<file path="src/sv/sbcf_pkg.sv">
// Shared types and constants for the servo bus command framer.
`timescale 1ns / 1ps

package sbcf_pkg;

  localparam logic [7:0] HDR_BYTE    = 8'hFF;
  localparam logic [7:0] INSTR_PING  = 8'h01;
  localparam logic [7:0] INSTR_READ  = 8'h02;
  localparam logic [7:0] INSTR_WRITE = 8'h03;
  localparam logic [7:0] PING_LEN    = 8'h02;
  localparam logic [7:0] READ_LEN    = 8'h04;
  localparam logic [7:0] WRITE1_LEN  = 8'h04;
  localparam logic [7:0] WRITE2_LEN  = 8'h05;

  // Body is id, length, instruction and up to three parameters.
  localparam int BODY_MAX = 6;
  localparam int BODY_IW  = $clog2(BODY_MAX);
  localparam int NBODY_W  = $clog2(BODY_MAX + 1);

  localparam int QUEUE_DEPTH = 2;
  localparam int QPTR_W      = (QUEUE_DEPTH > 1) ? $clog2(QUEUE_DEPTH) : 1;
  localparam int QCNT_W      = $clog2(QUEUE_DEPTH + 1);

  localparam logic [NBODY_W-1:0] NBODY_PING   = NBODY_W'(3);
  localparam logic [NBODY_W-1:0] NBODY_READ   = NBODY_W'(5);
  localparam logic [NBODY_W-1:0] NBODY_WRITE1 = NBODY_W'(5);
  localparam logic [NBODY_W-1:0] NBODY_WRITE2 = NBODY_W'(6);

  typedef enum logic [1:0] {
    ACT_PING  = 2'd0,
    ACT_READ  = 2'd1,
    ACT_WRITE = 2'd2,
    ACT_NONE  = 2'd3
  } sbcf_action_t;

  // One classified command, ready to be serialized.
  typedef struct packed {
    logic [BODY_MAX-1:0][7:0] body;
    logic [NBODY_W-1:0]       nbody;
    logic [7:0]               chk;
  } sbcf_cmd_t;

endpackage

</file>
<file path="src/sv/sbcf_front.sv">
// Front end: accepts command words, builds the packet body and checksum.
`timescale 1ns / 1ps

module sbcf_front (
  input  logic                    in_tvalid,
  output logic                    in_tready,
  input  logic [47:0]             in_tdata,
  input  logic [1:0]              in_tuser,
  input  logic                    q_full,
  output logic                    q_push,
  output sbcf_pkg::sbcf_cmd_t     q_cmd
);

  sbcf_pkg::sbcf_action_t act;
  logic [7:0]  dev_id;
  logic [7:0]  start_address;
  logic [7:0]  read_count;
  logic [15:0] write_data;
  logic [1:0]  write_count;
  logic [7:0]  sum;

  assign act           = sbcf_pkg::sbcf_action_t'(in_tuser);
  assign dev_id        = in_tdata[7:0];
  assign start_address = in_tdata[15:8];
  assign read_count    = in_tdata[23:16];
  assign write_data    = in_tdata[39:24];
  assign write_count   = in_tdata[41:40];

  assign in_tready = !q_full;
  // An unused action code is taken and dropped.
  assign q_push    = in_tvalid && !q_full && (act != sbcf_pkg::ACT_NONE);

  always_comb begin
    q_cmd.body    = '0;
    q_cmd.body[0] = dev_id;
    q_cmd.nbody   = sbcf_pkg::NBODY_PING;
    unique case (act)
      sbcf_pkg::ACT_PING: begin
        q_cmd.body[1] = sbcf_pkg::PING_LEN;
        q_cmd.body[2] = sbcf_pkg::INSTR_PING;
        q_cmd.nbody   = sbcf_pkg::NBODY_PING;
      end
      sbcf_pkg::ACT_READ: begin
        q_cmd.body[1] = sbcf_pkg::READ_LEN;
        q_cmd.body[2] = sbcf_pkg::INSTR_READ;
        q_cmd.body[3] = start_address;
        q_cmd.body[4] = read_count;
        q_cmd.nbody   = sbcf_pkg::NBODY_READ;
      end
      default: begin
        q_cmd.body[2] = sbcf_pkg::INSTR_WRITE;
        q_cmd.body[3] = start_address;
        // A count of zero sends one byte and a count of three sends two.
        if (write_count[1]) begin
          q_cmd.body[1] = sbcf_pkg::WRITE2_LEN;
          q_cmd.body[4] = write_data[15:8];
          q_cmd.body[5] = write_data[7:0];
          q_cmd.nbody   = sbcf_pkg::NBODY_WRITE2;
        end else begin
          q_cmd.body[1] = sbcf_pkg::WRITE1_LEN;
          q_cmd.body[4] = write_data[7:0];
          q_cmd.nbody   = sbcf_pkg::NBODY_WRITE1;
        end
      end
    endcase
    // Unused body bytes are zero, so they drop out of the sum.
    sum = q_cmd.body[0] + q_cmd.body[1] + q_cmd.body[2] +
          q_cmd.body[3] + q_cmd.body[4] + q_cmd.body[5];
    q_cmd.chk = ~sum;
  end

endmodule

</file>
<file path="src/sv/sbcf_queue.sv">
// Short command queue between the front end and the byte serializer.
`timescale 1ns / 1ps

module sbcf_queue (
  input  logic                clk,
  input  logic                rst_n,
  input  logic                push,
  input  sbcf_pkg::sbcf_cmd_t push_cmd,
  output logic                full,
  input  logic                pop,
  output logic                head_valid,
  output sbcf_pkg::sbcf_cmd_t head_cmd
);

  sbcf_pkg::sbcf_cmd_t mem [sbcf_pkg::QUEUE_DEPTH];

  logic [sbcf_pkg::QPTR_W-1:0] wr_ptr_r, wr_ptr_nxt;
  logic [sbcf_pkg::QPTR_W-1:0] rd_ptr_r, rd_ptr_nxt;
  logic [sbcf_pkg::QCNT_W-1:0] cnt_r, cnt_nxt;

  assign full       = (cnt_r == sbcf_pkg::QCNT_W'(sbcf_pkg::QUEUE_DEPTH));
  assign head_valid = (cnt_r != '0);
  assign head_cmd   = mem[rd_ptr_r];

  function automatic logic [sbcf_pkg::QPTR_W-1:0] ptr_inc(
    input logic [sbcf_pkg::QPTR_W-1:0] p
  );
    if (p == sbcf_pkg::QPTR_W'(sbcf_pkg::QUEUE_DEPTH - 1)) begin
      return '0;
    end
    return p + 1'b1;
  endfunction

  always_comb begin
    wr_ptr_nxt = push ? ptr_inc(wr_ptr_r) : wr_ptr_r;
    rd_ptr_nxt = pop ? ptr_inc(rd_ptr_r) : rd_ptr_r;
    cnt_nxt    = cnt_r;
    if (push && !pop) begin
      cnt_nxt = cnt_r + 1'b1;
    end else if (pop && !push) begin
      cnt_nxt = cnt_r - 1'b1;
    end
  end

  always_ff @(posedge clk) begin
    if (!rst_n) begin
      wr_ptr_r <= '0;
      rd_ptr_r <= '0;
      cnt_r    <= '0;
    end else begin
      wr_ptr_r <= wr_ptr_nxt;
      rd_ptr_r <= rd_ptr_nxt;
      cnt_r    <= cnt_nxt;
    end
  end

  always_ff @(posedge clk) begin
    if (push) begin
      mem[wr_ptr_r] <= push_cmd;
    end
  end

  a_no_overflow: assert property (@(posedge clk) disable iff (!rst_n)
    full |-> !push)
    else $error("queue written while full");

  a_no_underflow: assert property (@(posedge clk) disable iff (!rst_n)
    pop |-> head_valid)
    else $error("queue popped while empty");

  a_cnt_in_range: assert property (@(posedge clk) disable iff (!rst_n)
    cnt_r <= sbcf_pkg::QCNT_W'(sbcf_pkg::QUEUE_DEPTH))
    else $error("queue count above depth");

endmodule

</file>
<file path="src/sv/sbcf_back.sv">
// Back end: walks the head command and sends its packet one byte per word.
`timescale 1ns / 1ps

module sbcf_back (
  input  logic                clk,
  input  logic                rst_n,
  input  logic                head_valid,
  input  sbcf_pkg::sbcf_cmd_t head_cmd,
  output logic                pop,
  output logic                out_tvalid,
  input  logic                out_tready,
  output logic [7:0]          out_tdata,
  output logic                out_tlast
);

  // Byte index within the packet: two header bytes, body, checksum.
  logic [3:0] idx_r, idx_nxt;
  logic       out_valid_r, out_valid_nxt;
  logic [7:0] out_data_r, out_data_nxt;
  logic       out_last_r, out_last_nxt;

  logic                         load;
  logic [3:0]                   chk_idx;
  logic [sbcf_pkg::BODY_IW-1:0] sel;
  logic [7:0]                   cur_byte;
  logic                         cur_last;

  assign load    = !out_valid_r || out_tready;
  assign chk_idx = 4'(head_cmd.nbody) + 4'd2;
  assign sel     = sbcf_pkg::BODY_IW'(idx_r - 4'd2);

  always_comb begin
    cur_last = 1'b0;
    if (idx_r < 4'd2) begin
      cur_byte = sbcf_pkg::HDR_BYTE;
    end else if (idx_r == chk_idx) begin
      cur_byte = head_cmd.chk;
      cur_last = 1'b1;
    end else begin
      cur_byte = head_cmd.body[sel];
    end
  end

  always_comb begin
    idx_nxt       = idx_r;
    out_valid_nxt = out_valid_r;
    out_data_nxt  = out_data_r;
    out_last_nxt  = out_last_r;
    pop           = 1'b0;
    if (load) begin
      out_valid_nxt = head_valid;
      if (head_valid) begin
        out_data_nxt = cur_byte;
        out_last_nxt = cur_last;
        if (cur_last) begin
          idx_nxt = '0;
          pop     = 1'b1;
        end else begin
          idx_nxt = idx_r + 4'd1;
        end
      end
    end
  end

  always_ff @(posedge clk) begin
    if (!rst_n) begin
      idx_r       <= '0;
      out_valid_r <= 1'b0;
    end else begin
      idx_r       <= idx_nxt;
      out_valid_r <= out_valid_nxt;
    end
  end

  always_ff @(posedge clk) begin
    out_data_r <= out_data_nxt;
    out_last_r <= out_last_nxt;
  end

  assign out_tvalid = out_valid_r;
  assign out_tdata  = out_data_r;
  assign out_tlast  = out_last_r;

  a_idx_in_packet: assert property (@(posedge clk) disable iff (!rst_n)
    head_valid |-> idx_r <= chk_idx)
    else $error("byte index ran past the checksum");

  a_idle_idx_zero: assert property (@(posedge clk) disable iff (!rst_n)
    !head_valid |-> idx_r == '0)
    else $error("byte index left mid-packet with no command");

  a_pop_on_last: assert property (@(posedge clk) disable iff (!rst_n)
    pop |=> out_tvalid && out_tlast && out_tdata == $past(head_cmd.chk))
    else $error("command retired without sending its checksum");

endmodule

</file>
<file path="src/sv/servo_bus_command_framer.sv">
// Top level of the servo bus command framer.
// Usage: each word on the in_ channel is one servo command (ping, read or
// write), with the command kind in in_tuser and its operands in in_tdata.
// The block sends the matching instruction packet on the out_ channel, one
// byte per word: 0xFF 0xFF, id, length, instruction, parameters, checksum,
// with out_tlast high on the checksum byte. Ping gives 6 bytes, read 8 and
// write 8 or 9. A command with the unused kind code is taken and dropped.
// A taken command word is written into the queue and, if the serializer is
// free, its first byte is then loaded into the output register. Throughput:
// one byte per cycle while the receiver does not stall, and packets follow
// each other with no gap; the byte serializer sets this rate. A two-entry
// command queue lets in_tready stay high while an earlier packet is still
// going out; in_tready drops only when the queue is full.
// When the receiver stalls, the output register holds its byte and the
// serializer stops; commands keep being taken until the queue fills.
// Reset (rst_n low, synchronous) empties the queue and clears out_tvalid.
`timescale 1ns / 1ps

module servo_bus_command_framer (
  input  logic        clk,
  input  logic        rst_n,
  input  logic        in_tvalid,
  output logic        in_tready,
  // Fields from bit 0: dev_id[7:0], start_address[15:8], read_count[23:16],
  // write_data[39:24], write_count[41:40], zero fill[47:42].
  input  logic [47:0] in_tdata,
  // Fields from bit 0: action[1:0].
  input  logic [1:0]  in_tuser,
  output logic        out_tvalid,
  input  logic        out_tready,
  // Fields from bit 0: tx_byte[7:0].
  output logic [7:0]  out_tdata,
  output logic        out_tlast
);

  logic                q_full;
  logic                q_push;
  logic                q_pop;
  logic                head_valid;
  sbcf_pkg::sbcf_cmd_t push_cmd;
  sbcf_pkg::sbcf_cmd_t head_cmd;

  sbcf_front u_front (
    .in_tvalid (in_tvalid),
    .in_tready (in_tready),
    .in_tdata  (in_tdata),
    .in_tuser  (in_tuser),
    .q_full    (q_full),
    .q_push    (q_push),
    .q_cmd     (push_cmd)
  );

  sbcf_queue u_queue (
    .clk        (clk),
    .rst_n      (rst_n),
    .push       (q_push),
    .push_cmd   (push_cmd),
    .full       (q_full),
    .pop        (q_pop),
    .head_valid (head_valid),
    .head_cmd   (head_cmd)
  );

  sbcf_back u_back (
    .clk        (clk),
    .rst_n      (rst_n),
    .head_valid (head_valid),
    .head_cmd   (head_cmd),
    .pop        (q_pop),
    .out_tvalid (out_tvalid),
    .out_tready (out_tready),
    .out_tdata  (out_tdata),
    .out_tlast  (out_tlast)
  );

endmodule

</file>
<file path="config.mk">
export PLATFORM = sky130hd
export DESIGN_NAME = servo_bus_command_framer
export DESIGN_NICKNAME = d
export VERILOG_FILES = /design/src/sv/sbcf_pkg.sv /design/src/sv/sbcf_front.sv /design/src/sv/sbcf_queue.sv /design/src/sv/sbcf_back.sv /design/src/sv/servo_bus_command_framer.sv
export SDC_FILE = /design/constraint.sdc
export NUM_CORES = 1
export LEC_CHECK = 0
export BUFFER_PORTS_ARGS = -buffer_cell sky130_fd_sc_hd__buf_2
export CAP_MARGIN = 40
export CORE_UTILIZATION = 40
export DETAILED_ROUTE_END_ITERATION = 6
export PLACE_DENSITY_LB_ADDON = 0.2
export SETUP_SLACK_MARGIN = 0.3
export SYNTH_ARGS = -nofsm -noshare
export SYNTH_HDL_FRONTEND = slang
export SYNTH_SLANG_ARGS = --single-unit
</file>
<file path="constraint.sdc">
create_clock -name clk -period 11.75 [get_ports clk]
set_clock_uncertainty 0.2 [all_clocks]
set_input_delay 2.35 -clock clk [delete_from_list [all_inputs] [get_ports clk]]
set_output_delay 2.35 -clock clk [all_outputs]
set_load 0.02 [all_outputs]
</file>
==> run_results.csv <==
group,metric,value,unit
synth,syn_avg_cell_area,14.1,sq um
placed_design,dp_hpwl,7.68,mm
cts,path_clk_slew,0.07,ns
global_route,grt_pass1_vias,3153,
route,drt_iter0_drc,196,
cts,cts_setup_buffers,0,
floorplanning,io_pins,65,
synth,netlist_area,5740,sq um
cts,cts-root-buf,"clkbuf_16",
global_route,antenna_found_initial,0,
cts,clk_latency,0.34,ns
sta,setup_viol,0,
sta,hold-worst-slack,0.283,ns
min_path,hold_class,"flip-flop to flip-flop",
global_route,grt_max_degree,47,
placed_design,place_congestion,0.773,
route,wirelength,10.9,mm
route,ant_nets,0,
floorplanning,core-area,13900,sq um
synth,yosysWarnings,0,
floorplanning,start_util,0.412,
synth,synth_flop_cell,"edfxtp_1",
sta,grt_setup_unrepaired,"false",
synth,synth.area.top_cells,"edfxtp_1, fa_1, ha_1",
sta,min_period_over_period,0.538,
route,drc_errors,0,
floorplanning,die_x,122,um
power_and_ir_drop,leakage,2.41,nW
min_path,hold_depth,2,
power_and_ir_drop,p_total,1.09,mW
worst_setup_path,rr_worst_depth,11,
cts,clk_path_buf_depth,2,
floorplanning,dieArea,14800,sq um
worst_setup_path,cp.arrival,6.28,ns
synth,synth_nets,496,
route,viasPerCell,5.00,
cts,h-tree-depth,3,
sta,maxSlewHeadroom,0.531,
sta,tightest_slew,0.704,ns
sta,fmax,158,MHz
cts,clock-sinks,111,
layout,syn_to_final_growth,12.9,%
global_route,grt_overflow,0,
synth,synth.top_cell.area_share,0.529,
cts,cts-resized-gates,0,
run_status,status,"finished clean",
sta,period_minus_slack,6.32,ns
worst_setup_path,critPathCaptureType,"flip-flop",
placed_design,portBuffers,57,
flow_run,maxCapViolCount,0,
synth,ys_ff_latch,111,
cts,cts_tree,"yes",
route,vias,3227,
power_and_ir_drop,ir_worst_vdd,0.0828,mV
worst_setup_path,r2r-end,"u_queue.cnt_r[1]",
layout,diodes,0,
synth,synth-edff-count,101,
global_route,grt_first_pass_wirelength,17.2,mm
sta,hold_viol,0,
synth,synth_cell_type_count,47,
worst_setup_path,path_max_fanout,22,
layout,final_nets,550,
sta,setup_tns,0,ns
global_route,grt.total_usage,0.159,
route,wl_per_cell,16.8,um
min_path,hold_start,"u_queue.rd_ptr_r",
synth,yosys.area.top_type,"edfxtp_1",
placed_design,numPlacedInstances,630,
worst_setup_path,required,11.70,ns
worst_setup_path,start_kind,"primary input",
route,dr.pass1.iters,5,
worst_setup_path,rrSetupSlack,7.89,ns
layout,drive_gt1_frac,0.249,
floorplanning,die_y,122,um
synth,syn_inst,407,
synth,ys_seq_area_frac,0.564,
cts,numCtsBuffers,9,
power_and_ir_drop,power.density,168,nW/um^2
sta,finalMaxSlewViolations,0,
layout,fin_cells,645,
floorplanning,rows,43,
synth,async_reset_ff_frac,0,
worst_setup_path,critPathKind,"primary input to flip-flop",
cts,holdBufCountCts,0,
==> worst max-delay path by stage <==
stage,startpoint,endpoint,slack (ns),cells past startpoint
after floorplan,in_tuser[1],u_queue.mem[0][7],5.29,16
after global placement,in_tuser[1],u_queue.mem[0][6],5.13,14
after detailed placement,in_tuser[1],u_queue.mem[1][6],5.03,14
after CTS,in_tuser[1],u_queue.mem[0][6],5.39,14
after global routing,in_tuser[1],u_queue.mem[0][7],5.15,16
final,in_tuser[1],u_queue.mem[1][6],5.43,14
==> critical path: stages <==
cell and delay [ns]:
buf_2 0.32, and2_1 0.52, fa_1 0.50, inv_1 0.08, fa_1 0.41, inv_1 0.08, fa_1 0.41, ha_1 0.23
fa_1 0.41, a21o_1 0.18, a21oi_1 0.22, o21bai_1 0.09, a21oi_1 0.19, xor2_1 0.26
==> per-layer routing <==
metal / wire [um] / part of all wire / track usage
met1: 5250 / 0.48 / 0.217
met3: 295 / 0.027 / 0.0295
met2: 5190 / 0.48 / 0.256
met4: 122 / 0.011 / 0.0486
met5: 0 / 0 / 0
==> Yosys cell counts (9+ instances only) <==
master,count
edfxtp_1,101
ha_1,18
o21ai_0,13
mux2_2,10
nor2b_1,18
mux4_2,9
fa_1,17
nand2_1,34
mux2i_1,19
dfxtp_1,10
nor2_1,17
inv_1,34
==> metrics by stage <==
stage	utilization	area, sq um	worst slack [ns]
final	0.465	6470	5.43
after floorplan	-	5740	5.29
after global routing	0.465	6470	5.15
after global placement	0.442	6150	5.13
after CTS	0.465	6470	5.39
after detailed placement	0.443	6170	5.03
==> layout by cell type (no fill, tap or decap), types with 13 or more instances in the layout <==
cell type	instances
nor2_1	17
nand2_1	34
ha_1	18
inv_1	34
mux2i_1	19
fa_1	17
buf_2	57
nor2b_1	17
edfxtp_1	101
o21ai_0	13
==> cells by family (layout without fill, tap and decap cells) <==
kind of cell | Yosys count | after routing | synth area share
flip-flops | 111 | 111 | 0.564
XOR/XNOR | 17 | 17 | 0.0273
multiplexers | 43 | 43 | 0.110
AO/OA/AOI/OAI | 54 | 54 | 0.0707
adder cells (fa/ha/maj) | 35 | 35 | 0.0986
AND/OR/NAND/NOR | 94 | 94 | 0.0837
buffers and inverters | 53 | 111 | 0.0458
==> report_power, final <==
group | switching (mW) | internal, mW
combinational | 0.157 | 0.106
sequential | 0.0117 | 0.496
clock | 0.131 | 0.184
total | 0.300 | 0.786
==> flip-flops by register name (all words and copies together), names as in the netlist, named ones only <==
name / count
u_queue.rd_ptr_r: 1
u_back.idx_r: 4
u_queue.mem: 92
u_queue.wr_ptr_r: 1
u_back.out_tlast: 1
u_back.out_tdata: 8
u_back.out_tvalid: 1
u_queue.cnt_r: 2
==> final cells by class <==
type                       count  area [sq um]
clock buffer                  10           229
tap                          180           225
timing repair buffer          62           335
sequential                   111          3230
inverter                      34           128
multi-input combinational    243          2250
clock inverter                 5          73.8
fill                        1222          7460
No activity file was read; power rests on OpenSTA's default activity.
